==> src/hdl/ksst_pkg.sv <==
// Package for the knob smoothing / soft takeover block.
// Holds shared widths, request codes and the structs passed between modules.
// No dependencies.
package ksst_pkg;

   localparam int NUM_KNOBS_DEF   = 2;
   localparam int SAMPLE_BITS_DEF = 12;

   localparam int RAW_BITS   = 12;
   localparam int POS_BITS   = 7;
   localparam int SENT_BITS  = 8;

   localparam logic [POS_BITS-1:0]  POS_MAX      = 7'd127;
   localparam logic [SENT_BITS-1:0] NOTHING_SENT = 8'd255;

   // request type codes
   localparam logic REQ_SAMPLE  = 1'b0;
   localparam logic REQ_RELEASE = 1'b1;

   // per-knob state other than the running average
   typedef struct packed {
      logic [POS_BITS-1:0]  position;
      logic [SENT_BITS-1:0] last_sent;
      logic                 holding;
      logic                 seeded;
   } knob_ctrl_type;

   // one result transaction
   typedef struct packed {
      logic                write_strobe;
      logic [POS_BITS-1:0] write_value;
      logic [POS_BITS-1:0] position;
      logic                pickup_held;
   } knob_result_type;

endpackage

==> src/hdl/ksst_knob_unit.sv <==
// Combinational update of one knob: smoothing, quantization, hysteresis,
// soft pickup and write strobe. Depends on ksst_pkg.
module ksst_knob_unit #(
   parameter int SAMPLE_BITS = ksst_pkg::SAMPLE_BITS_DEF
) (
   input  logic [ksst_pkg::RAW_BITS-1:0] raw_sample,
   input  logic [ksst_pkg::POS_BITS-1:0] stored_param,
   input  logic [SAMPLE_BITS-1:0]        average,
   input  ksst_pkg::knob_ctrl_type       ctrl,
   output logic [SAMPLE_BITS-1:0]        average_next,
   output ksst_pkg::knob_ctrl_type       ctrl_next,
   output ksst_pkg::knob_result_type     result
);

   logic [SAMPLE_BITS-1:0]        raw;
   logic [SAMPLE_BITS-1:0]        base;
   logic [SAMPLE_BITS+1:0]        sum;
   logic [ksst_pkg::POS_BITS-1:0] q;
   logic [ksst_pkg::POS_BITS-1:0] v;
   logic [ksst_pkg::POS_BITS:0]   q_w, prev_w, v_w, cur_w;
   logic                          jump, crossed, moved, hold_next, strobe;

   always_comb begin
      raw  = SAMPLE_BITS'(raw_sample);
      // first sample seeds the average with the reading
      base = ctrl.seeded ? average : raw;
      sum  = ({2'b00, base} << 1) + {2'b00, base} + {2'b00, raw};
      average_next = sum[SAMPLE_BITS+1:2];
      q = average_next[SAMPLE_BITS-1 -: ksst_pkg::POS_BITS];

      q_w    = {1'b0, q};
      prev_w = {1'b0, ctrl.position};
      cur_w  = {1'b0, stored_param};

      // +/-1 hysteresis, end stops always pass
      jump = (q_w > prev_w + 1'b1) || (q_w + 1'b1 < prev_w) ||
             (q == '0) || (q == ksst_pkg::POS_MAX);
      v    = jump ? q : ctrl.position;
      v_w  = {1'b0, v};

      crossed = ((prev_w <= cur_w) && (v_w >= cur_w)) ||
                ((prev_w >= cur_w) && (v_w <= cur_w));
      moved   = (v_w > prev_w + 1'b1) || (prev_w > v_w + 1'b1);
      hold_next = ctrl.holding ||
                  (moved && (crossed || (v == '0) || (v == ksst_pkg::POS_MAX)));
      strobe  = hold_next && ({1'b0, v} != ctrl.last_sent);

      ctrl_next.position  = v;
      ctrl_next.last_sent = strobe ? {1'b0, v} : ctrl.last_sent;
      ctrl_next.holding   = hold_next;
      ctrl_next.seeded    = 1'b1;

      result.write_strobe = strobe;
      result.write_value  = strobe ? v : '0;
      result.position     = v;
      result.pickup_held  = hold_next;
   end

endmodule

==> src/hdl/knob_smoothing_soft_takeover.sv <==
// Path from request acceptance to response: input register, then result register.
// Throughput: one transaction per cycle, including
// back-to-back samples on the same knob; a stalled response holds the input register.
// Reset (synchronous, active high) clears both valids and all knob state;
// last_sent resets to 255 (nothing sent).
// Top level of the knob smoothing / soft takeover block. Uses ksst_pkg, ksst_knob_unit.
module knob_smoothing_soft_takeover #(
   parameter int NUM_KNOBS   = ksst_pkg::NUM_KNOBS_DEF,
   parameter int SAMPLE_BITS = ksst_pkg::SAMPLE_BITS_DEF
) (
   input  logic                          clock,
   input  logic                          reset,
   input  logic                          req_valid,
   output logic                          req_ready,
   input  logic                          req_type,
   input  logic                          req_knob_index,
   input  logic [ksst_pkg::RAW_BITS-1:0] req_raw_sample,
   input  logic [ksst_pkg::POS_BITS-1:0] req_stored_param,
   output logic                          rsp_valid,
   input  logic                          rsp_ready,
   output logic                          rsp_write_strobe,
   output logic [ksst_pkg::POS_BITS-1:0] rsp_write_value,
   output logic [ksst_pkg::POS_BITS-1:0] rsp_position,
   output logic                          rsp_pickup_held
);

   localparam int IDX_W = (NUM_KNOBS > 1) ? $clog2(NUM_KNOBS) : 1;

   // input stage
   logic                          s1_valid_ff;
   logic                          s1_type_ff;
   logic                          s1_knob_index_ff;
   logic [ksst_pkg::RAW_BITS-1:0] s1_raw_sample_ff;
   logic [ksst_pkg::POS_BITS-1:0] s1_stored_param_ff;

   // result stage
   logic                          rsp_valid_ff;
   ksst_pkg::knob_result_type     rsp_ff, rsp_in;

   // knob state
   logic [SAMPLE_BITS-1:0]        average_ff  [NUM_KNOBS];
   logic [ksst_pkg::POS_BITS-1:0] position_ff [NUM_KNOBS];
   logic [ksst_pkg::SENT_BITS-1:0] last_sent_ff [NUM_KNOBS];
   logic [NUM_KNOBS-1:0]          holding_ff;
   logic [NUM_KNOBS-1:0]          seeded_ff;

   logic                          advance, is_release, in_range, do_update;
   logic [IDX_W-1:0]              sel;
   ksst_pkg::knob_ctrl_type       ctrl_cur, ctrl_in;
   logic [SAMPLE_BITS-1:0]        average_in;
   ksst_pkg::knob_result_type     unit_result;

   assign advance   = s1_valid_ff && (!rsp_valid_ff || rsp_ready);
   assign req_ready = !s1_valid_ff || advance;

   assign is_release = (s1_type_ff == ksst_pkg::REQ_RELEASE);
   assign in_range   = (32'(s1_knob_index_ff) < NUM_KNOBS);
   assign sel        = in_range ? IDX_W'(s1_knob_index_ff) : '0;
   assign do_update  = advance && !is_release && in_range;

   always_comb begin
      ctrl_cur.position  = position_ff[sel];
      ctrl_cur.last_sent = last_sent_ff[sel];
      ctrl_cur.holding   = holding_ff[sel];
      ctrl_cur.seeded    = seeded_ff[sel];
   end

   ksst_knob_unit #(
      .SAMPLE_BITS (SAMPLE_BITS)
   ) u_knob (
      .raw_sample   (s1_raw_sample_ff),
      .stored_param (s1_stored_param_ff),
      .average      (average_ff[sel]),
      .ctrl         (ctrl_cur),
      .average_next (average_in),
      .ctrl_next    (ctrl_in),
      .result       (unit_result)
   );

   always_comb begin
      rsp_in = '0;
      if (is_release) begin
         rsp_in.position = in_range ? ctrl_cur.position : '0;
      end else if (in_range) begin
         rsp_in = unit_result;
      end
   end

   always_ff @(posedge clock) begin
      if (reset) begin
         s1_valid_ff  <= 1'b0;
         rsp_valid_ff <= 1'b0;
         holding_ff   <= '0;
         seeded_ff    <= '0;
         for (int k = 0; k < NUM_KNOBS; k++) begin
            average_ff[k]   <= '0;
            position_ff[k]  <= '0;
            last_sent_ff[k] <= ksst_pkg::NOTHING_SENT;
         end
      end else begin
         if (req_ready) begin
            s1_valid_ff <= req_valid;
         end
         if (advance) begin
            rsp_valid_ff <= 1'b1;
         end else if (rsp_ready) begin
            rsp_valid_ff <= 1'b0;
         end
         if (advance && is_release) begin
            holding_ff <= '0;
         end
         if (do_update) begin
            average_ff[sel]   <= average_in;
            position_ff[sel]  <= ctrl_in.position;
            last_sent_ff[sel] <= ctrl_in.last_sent;
            holding_ff[sel]   <= ctrl_in.holding;
            seeded_ff[sel]    <= ctrl_in.seeded;
         end
      end
   end

   // payload registers
   always_ff @(posedge clock) begin
      if (req_ready && req_valid) begin
         s1_type_ff         <= req_type;
         s1_knob_index_ff   <= req_knob_index;
         s1_raw_sample_ff   <= req_raw_sample;
         s1_stored_param_ff <= req_stored_param;
      end
      if (advance) begin
         rsp_ff <= rsp_in;
      end
   end

   assign rsp_valid        = rsp_valid_ff;
   assign rsp_write_strobe = rsp_ff.write_strobe;
   assign rsp_write_value  = rsp_ff.write_value;
   assign rsp_position     = rsp_ff.position;
   assign rsp_pickup_held  = rsp_ff.pickup_held;

endmodule

==> config.mk <==
export PLATFORM = sky130hd
export DESIGN_NAME = knob_smoothing_soft_takeover
export DESIGN_NICKNAME = d
export VERILOG_FILES = /design/src/hdl/ksst_pkg.sv /design/src/hdl/ksst_knob_unit.sv /design/src/hdl/knob_smoothing_soft_takeover.sv
export SDC_FILE = /design/constraint.sdc
export NUM_CORES = 1
export LEC_CHECK = 0
export BUFFER_PORTS_ARGS = -buffer_cell sky130_fd_sc_hd__buf_2
export CAP_MARGIN = 10
export CORE_MARGIN = 5
export CORE_UTILIZATION = 58
export CTS_BUF_LIST = sky130_fd_sc_hd__clkbuf_4
export CTS_CLUSTER_DIAMETER = 80
export DETAILED_ROUTE_END_ITERATION = 10
export PLACE_DENSITY = 0.91
export SLEW_MARGIN = 5
export SYNTH_ARGS = -nofsm -noshare
export SYNTH_HDL_FRONTEND = slang
export SYNTH_SLANG_ARGS = --single-unit
==> constraint.sdc <==
create_clock -name clock -period 8.4 [get_ports clock]
set_input_delay 1.68 -clock clock [delete_from_list [all_inputs] [get_ports clock]]
set_output_delay 1.68 -clock clock [all_outputs]
set_load 0.1 [all_outputs]
[Word level (Yosys, flattened, before mapping)]
Memory sizes are Yosys's and may differ from the RTL's. A register that Yosys moved wholly into a read port is not among the register bits.
Cells that the tools add are included.
Storage, ports and cells
  input bits: 25
  logic and storage cells: 97
  memories kept: 3
  bits in writable memories: 54
  register bits: 43
Cells by class
  magnitude comparators: 10
  add/subtract/negate cells: 5
  reduce and logical (&&, ||, !) cells: 29
  equality and inequality tests: 3
  bitwise logic cells: 2
  muxes and demuxes: 33
Memories
  average_ff: words 2, width 12, read ports 1, clocked after Yosys merged registers in 1, write ports 2, line knob_smoothing_soft_takeover.sv:41  | logic [SAMPLE_BITS-1:0] average_ff [NUM_KNOBS];
  last_sent_ff: words 2, width 8, read ports 1, clocked after Yosys merged registers in 1, write ports 2, line knob_smoothing_soft_takeover.sv:43  | logic [ksst_pkg::SENT_BITS-1:0] last_sent_ff [NUM_KNOBS];
  position_ff: words 2, width 7, read ports 1, clocked after Yosys merged registers in 1, write ports 2, line knob_smoothing_soft_takeover.sv:42  | logic [ksst_pkg::POS_BITS-1:0] position_ff [NUM_KNOBS];
Operators by type and width (count)
  adder 7 x 1 -> 8 bit, second input constant: 3
  greater-than comparator 7 x 8 -> 1 bit: 3
  2-to-1 mux 12 bit: 2
  2-to-1 mux 1 bit: 21
  2-to-1 mux 7 bit: 3
  2-to-1 mux 8 bit: 2
  adder 13 x 12 -> 14 bit: 1
  adder 14 x 12 -> 14 bit: 1
  equality test 7 bit, second input constant: 2
  greater-or-equal comparator 7 bit: 2
  <= comparator 7 bit: 2
  logical NOT 7 bit: 2
  OR reduction 12 bit: 1
  logical OR 1 bit: 10
  logical AND 1 bit: 9
  < comparator 8 x 7 -> 1 bit: 1
  != test 7 x 8 -> 1 bit: 1
  OR reduction 8 bit: 1
  OR reduction 7 bit: 1
  2-to-1 mux 2 bit: 3
  logical NOT 1 bit: 3
  bitwise mux 2 bit: 1
  < comparator 1 x 2 -> 1 bit, second input constant: 1
  bitwise OR 2 bit: 1
  other kinds (5): 5

[Logic depth before layout (Yosys ltp)]
  depth in word-level cells: 21
  depth in mapped cells: 43
  mapped depth without buffers: 39

[Cells and area by module]
Synthesis repeated with hierarchy kept, for this count alone.
Unflattened totals
  cells, all modules: 648
  area, all modules: 7164.4 sq um
By module, submodules not included
  knob_smoothing_soft_takeover: cells an instance 242, area each 3983.8 sq um, instances 1
  ksst_knob_unit: cells an instance 406, area each 3180.6 sq um, instances 1

[Worst setup path before layout]
Ideal clock, no wire load.
  path type: reg2reg
  from: reg with a tool-made name
  to: mem last_sent_ff[0][0] in the netlist's numbering (data pin)
  arrival time: 8.300 ns
  setup time: 0.260 ns
  cell stages (with the launch flop): 43
  required time: 8.140 ns
  period minus slack after synthesis: 8.560 ns
  path slack: -0.160 ns
  cells stage by stage: dfxtp_1 -> buf_2 -> buf_2 -> buf_1 -> buf_1 -> mux2i_1 -> o21ai_0 -> fa_1 -> fa_1 -> a211oi_1 -> o21ai_1 -> a41oi_2 -> xnor2_2 -> clkinv_1 -> nand2_1 -> nor2_1 -> nor2_1 -> nor2_1 -> [7 not listed] -> inv_1 -> ha_1 -> inv_1 -> ha_1 -> nor2b_1 -> o21ai_0 -> nand2b_1 -> a21oi_1 -> nor2b_1 -> o21ai_0 -> nand2b_1 -> a21oi_1 -> a41oi_1 -> a21oi_1 -> a31o_2 -> nor2_4 -> buf_6 -> mux2_4
RTL lines (line)
  to (decl): knob_smoothing_soft_takeover.sv:43

==> qor.txt <==
Post-Syn Area - 6910 µm²
total power consumption of the routed design - 3.05 mW
number of antenna violations at the first check in global routing - 1
launch point of the worst hold path - s1_valid_ff$_SDFFE_PP0N_
clock buffer depth - 2
Synth Flop Type - sky130_fd_sc_hd__edfxtp_1
Seq/Total Area, Yosys - 41.5%
hold worst-path end - rsp_valid$_SDFFE_PP0P_
die width - 119 µm
met2 capacity usage during global routing - 40.8%
worst-margin pin slew - 981 ps
period utilisation layout - 96.6%
multiplexer share of the synthesized area - 7.55%
Routed Antenna Nets - 0
adder and majority cell fraction of the synthesized area - 13.4%
achievable clock frequency - 123 MHz
Synth Instances - 665
HPWL after DPL - 12,800 µm
setup violation total in the final timing report - 0
standard-cell row count - 39
Vias/cell - 6.33
max-capacitance violation count - 0
simple logic cell fraction of the synthesized area - 16.4%
peak fanout along the critical path - 14
area of combinational cells with multiple inputs - 3890 µm²
arrival time at the worst endpoint - 8350 ps
area share of xor/xnor cells in the synthesized design - 3.47%
sequential cell area - 2870 µm²
# H-tree levels - 3
Std-Cell Core Area - 11,600 µm²
Async SR Flop Fraction - 0%
Hold Path Depth - 2
clock tree from TritonCTS - yes
final wirelength - 17,600 µm
vias in the first global route - 5,524
post-CTS clock slew at the launch and capture registers of the worst setup and hold paths - 180 ps
launching element type of the critical path - register
pin count of the biggest net entering global routing - 26
Largest delay share family, worst path - compound AO/OA/AOI/OAI gates
cell count along the critical path - 34
class of the tightest hold or removal check - register to register
worst r2r dst - last_sent_ff[1][1]$_SDFFCE_PN1P_
largest family of logic cells by synthesized area - simple AND/OR/NAND/NOR gates
total global routing overflow - 0
die height - 119 µm
first-pass GRT wire length - 27,900 µm
Worst IR Drop VDD - 310 µV
worst-case register-to-register setup slack - 290 ps
proportion of layout cells with a drive suffix above 1 - 21.9%
placer's final routability congestion estimate - 1.02
cell count after placement - 845
post-placement worst setup slack - -386 ps
Hold Violations, Final - 0
die area - 14,200 µm²
TritonCTS Buffers - 9
Overall Global Routing Usage - 24.8%
post-detailed-route wirelength per cell - 20.1 µm
post-placement cell area - 7330 µm²
Clock Sink Count - 98
worst r2r path cells - 34
final layout net count - 821
number of iterations in the first detailed-routing pass - 8
delay contributed by the slowest stage of the critical path - 540 ps
worst setup margin - 288 ps
min Tclk post-route - 8110 ps
outcome - completed
post-synthesis register bit count - 98
power density over cell area - 394 nW/µm²
synth warn - 0
Setup crit end kind - register
first-iteration detailed-routing DRC count - 653
Max Slew Vio Count - 0
fill count - 848
top-level port count - 43
critical path buffer and inverter count - 3
worst slew margin relative to its limit - 34.3%
Port-buffer cells - 42
launch instance of the worst register-to-register path - s1_knob_index_ff$_DFFE_PP_
Final Cell Area - 7740 µm²
number of enable flip-flop cells after synthesis - 91
class of the most critical setup path - register to register
post-synthesis cell type count - 79
count of placed standard cells in the final layout, fillers left out - 878
leakage dissipation - 3.09 nW
routed vias - 5,558
Area growth, synth to finish - 11.9%
most used routing layer - met2
net count after synthesis - 757
synthesized-area fraction occupied by ao, oa, aoi and oai cells - 13.7%
initial core utilization - 59.8%
Slowest cell on crit path - sky130_fd_sc_hd__edfxtp_1
met3 track demand over resource in global routing - 4.03%
root buf cell - sky130_fd_sc_hd__clkbuf_4
clk_lat worst skew - 470 ps
remaining design rule violation count - 0
global-route met1 utilization - 33.0%
Synth Area per Inst - 10.4 µm²
skew final - 33.9 ps
Worst EP required - 8640 ps
## what timing repair did
action,in CTS,in global routing
buffers inserted,2,14
endpoints found under the setup margin,20,27
hold buffers,0,0
gates resized for setup,5,32
pin swaps,1,8
## power breakdown
group	total [mW]	switching, mW	internal, mW	leakage (nW)
clock network	0.271	0.175	0.0956	0.0792
registers	0.614	0.0183	0.596	0.923
logic	2.16	1.30	0.864	2.09
total	3.05	1.49	1.56	3.09
## Yosys cell counts (all sizes together) (2+ instances only)
library cell  number  area share, %
nand3             14            1.1
and2               5           0.45
a211oi             6           0.90
nor3b              2           0.29
or3                3           0.27
a32o               2           0.29
a41oi              2           0.36
and4               2           0.25
ha                55             10
buf               11           0.94
edfxtp            91             40
mux2i             28            4.2
nor2              65            3.6
nand2             68            3.7
a211o              2           0.25
a21oi             33            2.8
clkinv             3           0.18
a2111oi            3           0.56
o21bai             3           0.33
o21ai             54            4.1
or2                5           0.45
nand2b            14            1.3
nand3b             3           0.33
nor4               9            1.0
dfxtp              7            2.0
clkbuf            12           0.65
o221ai             2           0.25
and4b              2           0.29
mux2              17            3.3
o31ai              2           0.22
nor3               9           0.81
and3               3           0.27
fa                12            3.5
nand4              8           0.72
o211ai             5           0.74
nor2b             10           0.90
xor2               4           0.62
inv               39            2.1
xnor2             20            2.9
a21o               7           0.76
o21a              11            1.2
## per-stage QoR
stage	TNS, ps	hold WS [ps]	util [%]
finish	0	543	66.9
global route	-30.2	572	66.9
CTS	0	496	65.1
detailed placement	-4700	461	63.4
global placement	-2180	454	63.4
floorplan	0	438	-
## sequential cells by signal (all words and copies together), names as in the netlist, 2 cells and up, named ones only
register and cells:
average_ff 24, holding_ff 2, last_sent_ff 16, position_ff 14, rsp_position 7, rsp_write_value 7, s1_raw_sample_ff 12, s1_stored_param_ff 7
seeded_ff 2
## final cells by class
class | instances | area share [%]
Multi-Input combinational cell | 502 | 50.3
Clock inverter | 7 | 1.04
Inverter | 42 | 2.07
Antenna cell | 1 | 0.0323
Tap cell | 143 | 2.31
Clock buffer | 9 | 0.873
Sequential cell | 98 | 37.2
Timing Repair Buffer | 76 | 6.28
## cell usage in the layout (no fill, tap or decap), types with 4 or more instances in the layout
master	count
sky130_fd_sc_hd__edfxtp_1	91
sky130_fd_sc_hd__nand2_1	66
sky130_fd_sc_hd__nor2_1	64
sky130_fd_sc_hd__ha_1	52
sky130_fd_sc_hd__buf_2	42
sky130_fd_sc_hd__o21ai_0	40
sky130_fd_sc_hd__inv_1	36
sky130_fd_sc_hd__buf_4	31
sky130_fd_sc_hd__a21oi_1	28
sky130_fd_sc_hd__mux2i_1	26
sky130_fd_sc_hd__xnor2_1	16
sky130_fd_sc_hd__nand2b_1	14
sky130_fd_sc_hd__nand3_1	13
sky130_fd_sc_hd__fa_1	11
sky130_fd_sc_hd__nor2b_1	10
sky130_fd_sc_hd__o21a_1	10
sky130_fd_sc_hd__mux2_4	10
sky130_fd_sc_hd__o21ai_1	10
sky130_fd_sc_hd__clkbuf_4	9
sky130_fd_sc_hd__nand4_1	8
sky130_fd_sc_hd__nor4_1	8
sky130_fd_sc_hd__a21o_1	7
sky130_fd_sc_hd__mux2_2	7
sky130_fd_sc_hd__nor3_1	6
sky130_fd_sc_hd__dfxtp_1	6
sky130_fd_sc_hd__and2_1	5
sky130_fd_sc_hd__o211ai_1	4
sky130_fd_sc_hd__inv_2	4
## worst max-delay path by stage
stage,start,to
floorplan,register,last_sent_ff[0][0]$_SDFFCE_PN1P_
global placement,s1_knob_index_ff$_DFFE_PP_,last_sent_ff[1][3]$_SDFFCE_PN1P_
detailed placement,s1_knob_index_ff$_DFFE_PP_,last_sent_ff[1][1]$_SDFFCE_PN1P_
CTS,register,last_sent_ff[1][1]$_SDFFCE_PN1P_
global route,s1_knob_index_ff$_DFFE_PP_,last_sent_ff[0][6]$_SDFFCE_PN1P_
finish,s1_knob_index_ff$_DFFE_PP_,last_sent_ff[1][1]$_SDFFCE_PN1P_
## worst reg2reg max path: cells and delay by family (launching register included)
family                     cells  cell delay, ps
and+or+nand+nor                6             930
DFF                            1             540
muxes                          2             670
xor gates and xnor gates       3             540
AOI/OAI and AO/OA             14            2760
adders and majority gates      6            1950
buffers and inverters          3             500
## cell families (layout without fill, tap and decap cells)
| group | Yosys count | count (layout) |
|---|---|---|
| AOI/OAI and AO/OA | 140 | 140 |
| adders and majority gates | 67 | 67 |
| buffers and inverters | 65 | 134 |
| other | 0 | 1 |
| DFF | 98 | 98 |
| xor gates and xnor gates | 24 | 24 |
| and+or+nand+nor | 226 | 226 |
| muxes | 45 | 45 |
## layer usage
| layer | part of all wire (%) | up-vias |
|---|---|---|
| li1 | - | 2536 |
| met1 | 40 | 2629 |
| met2 | 48 | 335 |
| met3 | 9.0 | 58 |
| met4 | 3.0 | 0 |
| met5 | 0 | - |
Note: power is estimated with default switching activity, not from simulation.
